### src/hw/rtl/mphd_pkg.sv
// ----------------------------------------------------------------------------
// mphd_pkg
// Shared types, constants and helpers for the meter peak hold / decay core.
// ----------------------------------------------------------------------------
package mphd_pkg;

    // Default build values
    localparam int DEF_HOLD_UPDATES = 5;
    localparam int DEF_LEVEL_BITS   = 24;

    // Peak floors in Q15.8, before clamping to the level range
    localparam longint FLOOR_RX  = -51200;
    localparam longint FLOOR_PWR = 0;
    localparam longint FLOOR_ALC = -25600;

    // Watts to milliwatts
    localparam int MW_SCALE      = 1000;
    localparam int MW_SCALE_BITS = 11;

    localparam int STEP_BITS  = 7;
    localparam int RANGE_BITS = 3;

    // Configuration register index
    typedef enum logic [0:0] {
        REG_AMP_BYPASSED = 1'b0,
        REG_AMP_RANGE    = 1'b1
    } cfg_index_t;

    // Amplifier rating codes
    typedef enum logic [RANGE_BITS-1:0] {
        RANGE_1W   = 3'd0,
        RANGE_10W  = 3'd1,
        RANGE_30W  = 3'd2,
        RANGE_50W  = 3'd3,
        RANGE_100W = 3'd4,
        RANGE_200W = 3'd5,
        RANGE_500W = 3'd6
    } amp_range_t;

    localparam logic [STEP_BITS-1:0] STEP_MW      = 7'd100;
    localparam logic [STEP_BITS-1:0] STEP_DEFAULT = 7'd10;

    // Scale interval per division for a given amplifier rating
    function automatic logic [STEP_BITS-1:0] scale_step_of(input logic [RANGE_BITS-1:0] rng);
        logic [STEP_BITS-1:0] s;
        case (rng)
            RANGE_1W:   s = STEP_MW;
            RANGE_10W:  s = 7'd1;
            RANGE_30W:  s = 7'd3;
            RANGE_50W:  s = 7'd5;
            RANGE_100W: s = 7'd10;
            RANGE_200W: s = 7'd20;
            RANGE_500W: s = 7'd50;
            default:    s = STEP_DEFAULT;
        endcase
        return s;
    endfunction

endpackage

### src/hw/rtl/mphd_ifs.sv
// ----------------------------------------------------------------------------
// mphd_ifs
// Valid/ready channels of the meter core: readings in, results out, config.
// ----------------------------------------------------------------------------

// Meter reading channel
interface mphd_in_if
    import mphd_pkg::*;
#(
    parameter int LEVEL_BITS = DEF_LEVEL_BITS
)
();
    logic                         valid;
    logic                         ready;
    logic                         kind;
    logic signed [LEVEL_BITS-1:0] reading;
    logic signed [LEVEL_BITS-1:0] exciter_power;
    logic signed [LEVEL_BITS-1:0] alc_level;

    modport source (output valid, kind, reading, exciter_power, alc_level, input ready);
    modport sink   (input valid, kind, reading, exciter_power, alc_level, output ready);
endinterface

// Displayed meter result channel
interface mphd_out_if
    import mphd_pkg::*;
#(
    parameter int LEVEL_BITS = DEF_LEVEL_BITS
)
();
    logic                         valid;
    logic                         ready;
    logic signed [LEVEL_BITS-1:0] shown_level;
    logic signed [LEVEL_BITS-1:0] shown_alc;
    logic                         milliwatt_units;
    logic [STEP_BITS-1:0]         scale_step;

    modport source (output valid, shown_level, shown_alc, milliwatt_units, scale_step,
                    input ready);
    modport sink   (input valid, shown_level, shown_alc, milliwatt_units, scale_step,
                    output ready);
endinterface

// Configuration write channel
interface mphd_cfg_if
    import mphd_pkg::*;
();
    logic                  valid;
    logic                  ready;
    logic [0:0]            index;
    logic [RANGE_BITS-1:0] data;

    modport source (output valid, index, data, input ready);
    modport sink   (input valid, index, data, output ready);
endinterface

### src/hw/rtl/meter_peak_hold_decay_core.sv
// ----------------------------------------------------------------------------
// meter_peak_hold_decay_core
// Peak hold with exponential decay for receive level, power and ALC meters.
// ----------------------------------------------------------------------------
// Every accepted reading yields exactly one result. The reading is held in the
// input register, and from there the decay, compare and scaling logic loads
// the peak and result registers, so the result shows on the output once the
// result ahead of it, if any, leaves. A new item is taken every cycle while
// the output is not stalled; throughput is one item per clock, set by the
// single-pass path from the input register into the peak registers, which
// also feeds the next item. The output register decouples the sides, so a
// reading is taken while a result still waits. Config writes are always
// ready and take effect on the next computed item; write them only while
// the core is idle.
// ----------------------------------------------------------------------------
module meter_peak_hold_decay_core
    import mphd_pkg::*;
#(
    parameter int HOLD_UPDATES = DEF_HOLD_UPDATES,
    parameter int LEVEL_BITS   = DEF_LEVEL_BITS
)
(
    input logic          clk,
    input logic          rst_n,
    mphd_in_if.sink      meter_in,
    mphd_out_if.source   meter_out,
    mphd_cfg_if.sink     cfg
);

    localparam int W      = LEVEL_BITS;
    localparam int HOLD_W = $clog2(HOLD_UPDATES + 2);
    localparam int MW_W   = W + MW_SCALE_BITS;

    // Floors clamped to the representable range
    localparam longint LVL_MIN_L = -(64'sd1 <<< (W - 1));
    localparam longint FLR_RX_L  = (FLOOR_RX  < LVL_MIN_L) ? LVL_MIN_L : FLOOR_RX;
    localparam longint FLR_PWR_L = (FLOOR_PWR < LVL_MIN_L) ? LVL_MIN_L : FLOOR_PWR;
    localparam longint FLR_ALC_L = (FLOOR_ALC < LVL_MIN_L) ? LVL_MIN_L : FLOOR_ALC;
    localparam logic signed [W-1:0] FLR_RX  = W'(FLR_RX_L);
    localparam logic signed [W-1:0] FLR_PWR = W'(FLR_PWR_L);
    localparam logic signed [W-1:0] FLR_ALC = W'(FLR_ALC_L);

    localparam logic [HOLD_W-1:0] HOLD_LIMIT = HOLD_W'(HOLD_UPDATES);

    typedef struct packed {
        logic signed [W-1:0] level;
        logic                fresh;
    } track_t;

    // Saturate a two-bit-wider sum to the level range
    function automatic logic signed [W-1:0] sat_decay(input logic signed [W+1:0] v);
        logic signed [W-1:0] r;
        if (v[W+1:W-1] == 3'b000 || v[W+1:W-1] == 3'b111)
            r = v[W-1:0];
        else
            r = v[W+1] ? {1'b1, {(W-1){1'b0}}} : {1'b0, {(W-1){1'b1}}};
        return r;
    endfunction

    // Saturate the milliwatt product to the level range
    function automatic logic signed [W-1:0] sat_mw(input logic signed [MW_W-1:0] v);
        logic signed [W-1:0] r;
        if (v[MW_W-1:W-1] == '0 || v[MW_W-1:W-1] == '1)
            r = v[W-1:0];
        else
            r = v[MW_W-1] ? {1'b1, {(W-1){1'b0}}} : {1'b0, {(W-1){1'b1}}};
        return r;
    endfunction

    // Optional decay toward the new value, floor, then jump up on a new peak
    function automatic track_t track(
        input logic signed [W-1:0] peak,
        input logic signed [W-1:0] val,
        input logic signed [W-1:0] flo,
        input logic                dec
    );
        track_t              t;
        logic signed [W+1:0] sum;
        logic signed [W-1:0] p;
        sum = {{2{peak[W-1]}}, peak} - (W+2)'(peak >>> 2) + (W+2)'(val >>> 2);
        p   = peak;
        if (dec)
        begin
            p = sat_decay(sum);
            if (p < flo)
                p = flo;
        end
        t.fresh = (val > p);
        t.level = t.fresh ? val : p;
        return t;
    endfunction

    // Configuration registers
    logic                  amp_bypassed_reg;
    logic [RANGE_BITS-1:0] amp_range_reg;

    assign cfg.ready = 1'b1;

    always_ff @(posedge clk or negedge rst_n)
    begin
        if (!rst_n)
        begin
            amp_bypassed_reg <= 1'b0;
            amp_range_reg    <= RANGE_100W;
        end
        else if (cfg.valid)
        begin
            unique case (cfg.index)
                REG_AMP_BYPASSED: amp_bypassed_reg <= cfg.data[0];
                REG_AMP_RANGE:    amp_range_reg    <= cfg.data;
                default:          ;
            endcase
        end
    end

    // Input register
    logic                s_valid_reg;
    logic                s_kind_reg;
    logic signed [W-1:0] s_reading_reg;
    logic signed [W-1:0] s_exciter_reg;
    logic signed [W-1:0] s_alc_reg;
    logic                out_valid_reg;
    logic                advance;
    logic                take;

    assign advance        = s_valid_reg && (!out_valid_reg || meter_out.ready);
    assign meter_in.ready = !s_valid_reg || advance;
    assign take           = meter_in.valid && meter_in.ready;

    always_ff @(posedge clk or negedge rst_n)
    begin
        if (!rst_n)
            s_valid_reg <= 1'b0;
        else if (meter_in.ready)
            s_valid_reg <= meter_in.valid;
    end

    always_ff @(posedge clk)
    begin
        if (take)
        begin
            s_kind_reg    <= meter_in.kind;
            s_reading_reg <= meter_in.reading;
            s_exciter_reg <= meter_in.exciter_power;
            s_alc_reg     <= meter_in.alc_level;
        end
    end

    // Peak state
    logic                last_mode_reg, last_mode_next;
    logic signed [W-1:0] peak_rx_reg, peak_rx_next;
    logic signed [W-1:0] peak_pwr_reg, peak_pwr_next;
    logic signed [W-1:0] peak_alc_reg, peak_alc_next;
    logic [HOLD_W-1:0]   hold_reg, hold_next;

    // Result values
    logic signed [W-1:0]  level_next;
    logic                 mw_next;
    logic [STEP_BITS-1:0] step_next;

    // Single-pass update
    logic                  mode_change;
    logic signed [W-1:0]   cur_rx, cur_pwr, cur_alc;
    logic [HOLD_W-1:0]     cur_hold;
    logic                  decay;
    logic                  mw_mode;
    logic signed [W-1:0]   pwr_sel, pwr_val;
    logic signed [MW_W-1:0] pwr_prod;
    track_t                t_rx, t_pwr, t_alc;
    logic                  fresh;

    always_comb
    begin
        mode_change = (s_kind_reg != last_mode_reg);
        cur_rx   = mode_change ? FLR_RX  : peak_rx_reg;
        cur_pwr  = mode_change ? FLR_PWR : peak_pwr_reg;
        cur_alc  = mode_change ? FLR_ALC : peak_alc_reg;
        cur_hold = mode_change ? '0 : hold_reg;
        decay    = (cur_hold > HOLD_LIMIT);

        // Exciter power stands in for zero reading or bypassed amplifier
        pwr_sel  = (s_reading_reg == '0 || amp_bypassed_reg) ? s_exciter_reg : s_reading_reg;
        mw_mode  = amp_bypassed_reg || (amp_range_reg == RANGE_1W);
        pwr_prod = MW_W'(pwr_sel) * MW_W'(MW_SCALE);
        pwr_val  = mw_mode ? sat_mw(pwr_prod) : pwr_sel;

        t_rx  = track(cur_rx, s_reading_reg, FLR_RX, decay);
        t_pwr = track(cur_pwr, pwr_val, FLR_PWR, decay);
        t_alc = track(cur_alc, s_alc_reg, FLR_ALC, decay);

        last_mode_next = s_kind_reg;
        if (s_kind_reg)
        begin
            peak_rx_next  = cur_rx;
            peak_pwr_next = t_pwr.level;
            peak_alc_next = t_alc.level;
            fresh         = t_pwr.fresh || t_alc.fresh;
            level_next    = t_pwr.level;
            mw_next       = mw_mode;
            step_next     = mw_mode ? STEP_MW : scale_step_of(amp_range_reg);
        end
        else
        begin
            peak_rx_next  = t_rx.level;
            peak_pwr_next = cur_pwr;
            peak_alc_next = cur_alc;
            fresh         = t_rx.fresh;
            level_next    = t_rx.level;
            mw_next       = 1'b0;
            step_next     = STEP_DEFAULT;
        end

        // Hold counter restarts on a new peak, saturates one past the limit
        if (fresh)
            hold_next = HOLD_W'(1);
        else if (cur_hold <= HOLD_LIMIT)
            hold_next = cur_hold + HOLD_W'(1);
        else
            hold_next = cur_hold;
    end

    always_ff @(posedge clk or negedge rst_n)
    begin
        if (!rst_n)
        begin
            last_mode_reg <= 1'b0;
            peak_rx_reg   <= FLR_RX;
            peak_pwr_reg  <= FLR_PWR;
            peak_alc_reg  <= FLR_ALC;
            hold_reg      <= '0;
        end
        else if (advance)
        begin
            last_mode_reg <= last_mode_next;
            peak_rx_reg   <= peak_rx_next;
            peak_pwr_reg  <= peak_pwr_next;
            peak_alc_reg  <= peak_alc_next;
            hold_reg      <= hold_next;
        end
    end

    // Result register
    logic signed [W-1:0]  level_reg;
    logic signed [W-1:0]  alc_out_reg;
    logic                 mw_reg;
    logic [STEP_BITS-1:0] step_reg;

    always_ff @(posedge clk or negedge rst_n)
    begin
        if (!rst_n)
            out_valid_reg <= 1'b0;
        else if (advance)
            out_valid_reg <= 1'b1;
        else if (meter_out.ready)
            out_valid_reg <= 1'b0;
    end

    always_ff @(posedge clk)
    begin
        if (advance)
        begin
            level_reg   <= level_next;
            alc_out_reg <= peak_alc_next;
            mw_reg      <= mw_next;
            step_reg    <= step_next;
        end
    end

    assign meter_out.valid           = out_valid_reg;
    assign meter_out.shown_level     = level_reg;
    assign meter_out.shown_alc       = alc_out_reg;
    assign meter_out.milliwatt_units = mw_reg;
    assign meter_out.scale_step      = step_reg;

endmodule

### src/flat_wrapper.sv
// flat-port wrapper written by rule: the top's interface ports become plain ports
module meter_peak_hold_decay_core_flat import mphd_pkg::*;
#(
    parameter int HOLD_UPDATES = DEF_HOLD_UPDATES,
    parameter int LEVEL_BITS   = DEF_LEVEL_BITS
)
  (clk, rst_n, meter_in_valid, meter_in_kind, meter_in_reading, meter_in_exciter_power, meter_in_alc_level, meter_in_ready, meter_out_valid, meter_out_shown_level, meter_out_shown_alc, meter_out_milliwatt_units, meter_out_scale_step, meter_out_ready, cfg_valid, cfg_index, cfg_data, cfg_ready);
  mphd_in_if #(.LEVEL_BITS(LEVEL_BITS)) meter_in_i ();
  mphd_out_if #(.LEVEL_BITS(LEVEL_BITS)) meter_out_i ();
  mphd_cfg_if cfg_i ();
  input logic clk;
  input logic rst_n;
  input wire logic [$bits(meter_in_i.valid)-1:0] meter_in_valid;
  input wire logic [$bits(meter_in_i.kind)-1:0] meter_in_kind;
  input wire logic [$bits(meter_in_i.reading)-1:0] meter_in_reading;
  input wire logic [$bits(meter_in_i.exciter_power)-1:0] meter_in_exciter_power;
  input wire logic [$bits(meter_in_i.alc_level)-1:0] meter_in_alc_level;
  output wire logic [$bits(meter_in_i.ready)-1:0] meter_in_ready;
  output wire logic [$bits(meter_out_i.valid)-1:0] meter_out_valid;
  output wire logic [$bits(meter_out_i.shown_level)-1:0] meter_out_shown_level;
  output wire logic [$bits(meter_out_i.shown_alc)-1:0] meter_out_shown_alc;
  output wire logic [$bits(meter_out_i.milliwatt_units)-1:0] meter_out_milliwatt_units;
  output wire logic [$bits(meter_out_i.scale_step)-1:0] meter_out_scale_step;
  input wire logic [$bits(meter_out_i.ready)-1:0] meter_out_ready;
  input wire logic [$bits(cfg_i.valid)-1:0] cfg_valid;
  input wire logic [$bits(cfg_i.index)-1:0] cfg_index;
  input wire logic [$bits(cfg_i.data)-1:0] cfg_data;
  output wire logic [$bits(cfg_i.ready)-1:0] cfg_ready;
  assign meter_in_i.valid = meter_in_valid;
  assign meter_in_i.kind = meter_in_kind;
  assign meter_in_i.reading = meter_in_reading;
  assign meter_in_i.exciter_power = meter_in_exciter_power;
  assign meter_in_i.alc_level = meter_in_alc_level;
  assign meter_in_ready = meter_in_i.ready;
  assign meter_out_valid = meter_out_i.valid;
  assign meter_out_shown_level = meter_out_i.shown_level;
  assign meter_out_shown_alc = meter_out_i.shown_alc;
  assign meter_out_milliwatt_units = meter_out_i.milliwatt_units;
  assign meter_out_scale_step = meter_out_i.scale_step;
  assign meter_out_i.ready = meter_out_ready;
  assign cfg_i.valid = cfg_valid;
  assign cfg_i.index = cfg_index;
  assign cfg_i.data = cfg_data;
  assign cfg_ready = cfg_i.ready;
  meter_peak_hold_decay_core #(.HOLD_UPDATES(HOLD_UPDATES), .LEVEL_BITS(LEVEL_BITS)) u_core (.clk(clk), .rst_n(rst_n), .meter_in(meter_in_i), .meter_out(meter_out_i), .cfg(cfg_i));
endmodule
### config.mk
export PLATFORM = sky130hd
export DESIGN_NAME = meter_peak_hold_decay_core_flat
export DESIGN_NICKNAME = d
export VERILOG_FILES = /design/src/hw/rtl/mphd_pkg.sv /design/src/hw/rtl/mphd_ifs.sv /design/src/hw/rtl/meter_peak_hold_decay_core.sv /design/src/flat_wrapper.sv
export SDC_FILE = /design/constraint.sdc
export NUM_CORES = 1
export LEC_CHECK = 0
export ABC_CLOCK_PERIOD_IN_PS = 14400
export BUFFER_PORTS_ARGS = -buffer_cell sky130_fd_sc_hd__buf_2
export CAP_MARGIN = 20
export CORE_ASPECT_RATIO = 1.75
export CORE_MARGIN = 1.5
export CORE_UTILIZATION = 53
export CTS_CLUSTER_SIZE = 28
export DETAILED_ROUTE_END_ITERATION = 12
export GPL_ROUTABILITY_DRIVEN = 0
export PLACE_DENSITY = 0.71
export SLEW_MARGIN = 10
export SYNTH_ARGS = -nofsm -noshare
export SYNTH_HDL_FRONTEND = slang
export SYNTH_SLANG_ARGS = --single-unit
export TNS_END_PERCENT = 30
### constraint.sdc
create_clock -name clk -period 14.4 [get_ports clk]
set_clock_uncertainty 0.1 [all_clocks]
set_input_delay 1.44 -clock clk [delete_from_list [all_inputs] [get_ports clk]]
set_output_delay 1.44 -clock clk [all_outputs]
set_load 0.03 [all_outputs]
Word-level counts from Yosys, hierarchy flattened
Cells that the tools add are included.
- $add $sub $neg: 7
- multiply operators: 1
- div/mod/pow operators: 0
- $lt $le $gt $ge: 8
- equal/unequal tests: 10
- shift-type cells: 0
- mux-type cells: 37
- bitwise gates (word level): 2
- reduce and logical (&&, ||, !) cells: 23
- operators by type and width (kind ; count):
    $mux W24 ; 29
    $add A26 B26 Y26 ; 3
    $sub A24 B22 Y25 ; 3
    $gt A24 B24 Y1 ; 3
    $pmux W7 S6 ; 1
    $mul A24 B8 Y32 const B ; 1
    $logic_not A24 Y1 ; 1
    $lt A24 B1 Y1 const B ; 1
    $lt A24 B16 Y1 const B ; 1
    $lt A24 B17 Y1 const B ; 1
    $eq A3 B3 Y1 const B ; 5
    $eq A12 B12 Y1 const B ; 1
    $logic_not A12 Y1 ; 1
    $logic_not A3 Y1 ; 4
    $logic_or A1 B1 Y1 ; 9
    $mux W3 ; 3
    $mux W7 ; 1
    $eq A3 B2 Y1 const B ; 2
    $reduce_and A2 Y1 ; 2
    $add A3 B1 Y3 const B ; 1
    $eq A3 B1 Y1 const B ; 1
    $gt A3 B3 Y1 const B ; 1
    $le A3 B3 Y1 const B ; 1
    $mux W1 ; 3
    6 further kinds ; 9
- register bits after elaboration: 211
- latch bits: 0
- RAM bits: 0
- memory bits (read-only): 0
- output and inout bits: 59
- memories: 0

Logic depth before layout (Yosys ltp)
- word-level depth: 20
- depth in mapped cells: 55
- depth with buffers taken out: 49

Worst setup path after synthesis
Ideal clock, no wire load.
- path kind: reg-to-reg
- start: register u_core.s_reading_reg[23]
- end: register u_core.level_reg[0], in the netlist u_core.meter_out.shown_level[0], data pin
- library setup time: 0.256 ns
- arrival: 12.000 ns
- data required time: 14.044 ns
- slack: 2.044 ns
- cell stages (with the launch flop): 50
- path buffers: 6
- path through: edfxtp_1 nor4_1 nand4_1 o21ai_1 buf_2 buf_1 mux2i_1 fa_1 fa_1 inv_1 fa_1 inv_1 fa_1 inv_1 ha_1 nand2_2 o21a_1 a211oi_2 [14 not listed] xnor2_1 a31o_2 clkbuf_1 buf_2 a21boi_0 o22ai_1 inv_1 ha_1 nand4_1 or2_2 nor4_1 nand3_1 o211ai_1 xor2_1 a41oi_1 clkbuf_1 a32oi_1 a22o_1
- cells in the longest elaborated chain, start to end: 19
- elaborated cells between the ends (all ways): 35
- classes of those cells: 2 x add/sub; 1 x mul; 4 x order compare; 3 x eq/ne; 17 x mux; 8 x reduce/logical
- ends and longest elaborated chain (what ; line ; RTL):
    start: declaration ; meter_peak_hold_decay_core.sv:119 ; logic signed [W-1:0] s_reading_reg;
    start signal: assignment ; meter_peak_hold_decay_core.sv:143 ; s_reading_reg <= meter_in.reading;
    $logic_not A24 Y1 ; meter_peak_hold_decay_core.sv:182 ; pwr_sel = (s_reading_reg == '0 || amp_bypassed_reg) ? s_exciter_reg : s_reading_reg;
    $logic_or A1 B1 Y1 ; meter_peak_hold_decay_core.sv:182 ;
    $mux W24 ; meter_peak_hold_decay_core.sv:182 ;
    $mul A24 B8 Y32 ; meter_peak_hold_decay_core.sv:184 ; pwr_prod = MW_W'(pwr_sel) * MW_W'(MW_SCALE);
    $eq A12 B12 Y1 or $logic_not A12 Y1 (tied branches) ; meter_peak_hold_decay_core.sv:63 ; if (v[MW_W-1:W-1] == '0 || v[MW_W-1:W-1] == '1)
    $logic_or A1 B1 Y1 ; meter_peak_hold_decay_core.sv:63 ;
    $mux W24 ; meter_peak_hold_decay_core.sv:63 ;
    $mux W24 ; meter_peak_hold_decay_core.sv:185 ; pwr_val = mw_mode ? sat_mw(pwr_prod) : pwr_sel;
    [4 not listed] ; - ;
    $mux W24 ; meter_peak_hold_decay_core.sv:82 ; if (dec)
    $lt A24 B1 Y1 ; meter_peak_hold_decay_core.sv:85 ; if (p < flo)
    $mux W24 ; meter_peak_hold_decay_core.sv:85 ;
    $mux W24 ; meter_peak_hold_decay_core.sv:82 ;
    $gt A24 B24 Y1 ; meter_peak_hold_decay_core.sv:88 ; t.fresh = (val > p);
    $mux W24 ; meter_peak_hold_decay_core.sv:89 ; t.level = t.fresh ? val : p;
    $mux W24 * ; meter_peak_hold_decay_core.sv:192 ; if (s_kind_reg)
    named net u_core.level_next[0] ; meter_peak_hold_decay_core.sv:157 ; logic signed [W-1:0] level_next;
    end signal: assignment ; meter_peak_hold_decay_core.sv:262 ; level_reg <= level_next;
    end: declaration ; meter_peak_hold_decay_core.sv:243 ; logic signed [W-1:0] level_reg;
The timed path passes the listed nets; every way through them passes the cells marked *. The select of a mux whose other input is x is not followed.
A chain may end at the register's enable or synchronous reset.

Final worst setup path
- start: register u_core.s_reading_reg[23]
- end: register u_core.level_reg[8], in the netlist u_core.meter_out.shown_level[8], data pin
The elaborated chain is that of the path after synthesis.

==> run metrics <==
critical path data arrival time=14.21 ns; number of synthesized flops with an enable pin=129; startpoint class of the critical path=register; Slowest Stage Delay on Critical Path=0.72 ns; routed length per instance=23.5 um; global-route wire length before repair=130 mm; largest net degree at the start of global routing=74; CTS hold repair buffers=0; Pre-Repair DR Iteration Count=5; crit-path leading delay family=compound AO/OA/AOI/OAI gates; Final Slew Violations=0; CTS H-tree depth=1; placed cell area=25900 um2; leading cell type in the layout, fill and taps excluded=sky130_fd_sc_hd__inv_1; Clock Sink Count=211; post-route setup slack=0.461 ns; Remaining Overflow, GRT=0; sequential element share of the synthesized area=0.243; DRT iter0 DRCs=2086; post-route antenna net violation count=0; row count=104; DR DRC count=0; layout cell share with drive strength beyond 1=0.110; finished layout cell area=26700 um2; vertical die dimension=288 um; total inserted antenna cells=0; initial antenna violation count=0; Vias/cell=6.50; proportion of register bits with asynchronous set or reset after synthesis=0.389; area added between synthesis and finish=8.86%; critical path start-end classification=register to register; clock root buffer=sky130_fd_sc_hd__clkbuf_16; worst hold slack across all endpoints=0.391 ns; dominant register cell in the synthesized netlist=sky130_fd_sc_hd__edfxtp_1; reported max-cap violation count=0; commonest non-fill, non-tap cells in the layout=sky130_fd_sc_hd__inv_1, sky130_fd_sc_hd__ha_1, sky130_fd_sc_hd__nand2_1, sky130_fd_sc_hd__a21oi_1, sky130_fd_sc_hd__nor2_1; number of synthesized register bits=211; final count of negative-setup-slack endpoints=0; Mapped Nets=3390; Die X=166 um; DRT Wirelength=85.5 mm; Period Utilization, post-route=0.968; Critical Path Start=u_core.s_reading_reg[23]; transition time at the pin with the least slew margin=1.22 ns; outcome=finished clean; clock latency at the later pin of the worst-skew pair=0.56 ns; Synth Cell Area=24600 um2; number of synthesis warnings=0; Worst Min Path Start=u_core.peak_pwr_reg[18]; I/O pin count=141; largest driver fanout on the critical path=24; DPL Wire Length=67.2 mm; crit path buf inv count=6; core region area=45800 um2; clock buffer count from CTS=23; average cell area after synthesis=8.37 um2; effective utilization at floorplan=0.536; Filler Cells Inserted=4178; number of hold-slack violations in the final timing report=0; reg2reg start=u_core.s_reading_reg[23]; number of global-route vias before repair=24100; number of buffers on the longest clock path=3; endpoint class of the critical path=register; multi-input combinational cell area=17100 um2; upper clock frequency limit=71.7 MHz; Worst-path clk slew=0.07 ns; count of input and output buffers=139; area enclosed by the die boundary=47700 um2; sequential standard cell area=5960 um2; total number of vias=23600; critical-path cell with the highest stage delay=sky130_fd_sc_hd__a31oi_1; worst setup timing slack at the placement stage=0.107 ns; headroom to the max-slew limit=0.178; final critical-path required period=13.94 ns; final net count=3491; Mapped Cells=2934; worst hold path type=register to register; Distinct cells, synth=95; clock tree from TritonCTS=built; global routing usage summed across all routing layers=0.349; Req. time, crit path=14.67 ns
-- Yosys cell counts, drive strengths merged (12+ instances only) --
cell type	count	area share
o21a	31	0.0095
nor3	44	0.0094
o211ai	22	0.0069
mux2	21	0.0096
ha	294	0.15
nor2b	26	0.0066
and2	39	0.0099
mux2i	18	0.0073
dfrtp	58	0.059
nor2	206	0.031
o221ai	15	0.0054
buf	26	0.0050
nand2	294	0.045
xnor2	109	0.039
nand3	44	0.0090
xor2	63	0.022
dfstp	24	0.026
edfxtp	129	0.16
nand2b	39	0.0099
a211oi	42	0.014
o22ai	18	0.0046
or3	13	0.0033
a31oi	40	0.010
fa	80	0.065
inv	320	0.049
clkbuf	76	0.012
o21bai	21	0.0064
a21oi	267	0.055
a21o	87	0.027
and3	21	0.0054
o31ai	23	0.0072
nor4	16	0.0041
o21ai	163	0.034
nand4	25	0.0064
a22o	32	0.011
a2bb2oi	12	0.0045
-- through the flow --
stage | instances | util | setup TNS, ns
2_1_floorplan | 2934 | - | 0
3_3_place_gp | 3588 | 0.565 | 0
3_5_place_dp | 3588 | 0.565 | 0
4_1_cts | 3630 | 0.581 | 0
5_1_grt | 3635 | 0.584 | -0.0653
6_report | 3635 | 0.584 | 0
-- per-layer routing --
layer | up-vias | global-route usage | share of wire
met5 | - | 0 | 0
li1 | 10700 | - | -
met4 | 0 | 0.311 | 0.10
met1 | 11200 | 0.346 | 0.33
met2 | 1270 | 0.635 | 0.50
met3 | 476 | 0.0478 | 0.069
-- path summary, 6_finish.rpt --
kind / endpoint / depth (start not counted) / slack [ns]
setup / recovery: u_core.meter_out.shown_level[8] / 46 / 0.46
hold / removal: u_core.peak_pwr_reg[18] / 2 / 0.39
setup reg to reg: u_core.meter_out.shown_level[8] / 46 / 0.46
hold reg to reg: u_core.peak_pwr_reg[18] / 2 / 0.39
max in group asynchronous: u_core.peak_alc_reg[13] / 2 / 12.32
min in group asynchronous: u_core.peak_alc_reg[4] / 1 / 0.64
-- tightest hold or removal path, cell delays in order, from the launching register on --
cell and delay (ns):
sky130_fd_sc_hd__dfrtp_1 0.34, sky130_fd_sc_hd__nand2_1 0.05, sky130_fd_sc_hd__o221ai_1 0.06
-- what timing repair did --
| action | CTS | global route |
|---|---|---|
| endpoints found under the setup margin | 0 | 51 |
| buffers inserted | 0 | 5 |
| gates resized for setup | 0 | 16 |
-- cell type report --
| type | count | share of cell area |
|---|---|---|
| multi-input combinational | 2298 | 0.640 |
| sequential | 211 | 0.223 |
| inverter | 323 | 0.0454 |
| timing repair buffer | 178 | 0.0371 |
| tap | 583 | 0.0273 |
| clock buffer | 25 | 0.0222 |
| clock inverter | 17 | 0.00529 |
-- logic make-up after synthesis --
kind of cell / share of synthesized area
AND/OR/NAND/NOR: 0.153
buffers and inverters: 0.0660
AO/OA/AOI/OAI: 0.243
flip-flops: 0.243
adder cells (fa/ha/maj): 0.216
XOR/XNOR: 0.0614
multiplexers: 0.0170
other: 0.000153
Power is not shown: default switching activity piles up to over one toggle a cycle in this logic, so the estimate is an artifact.
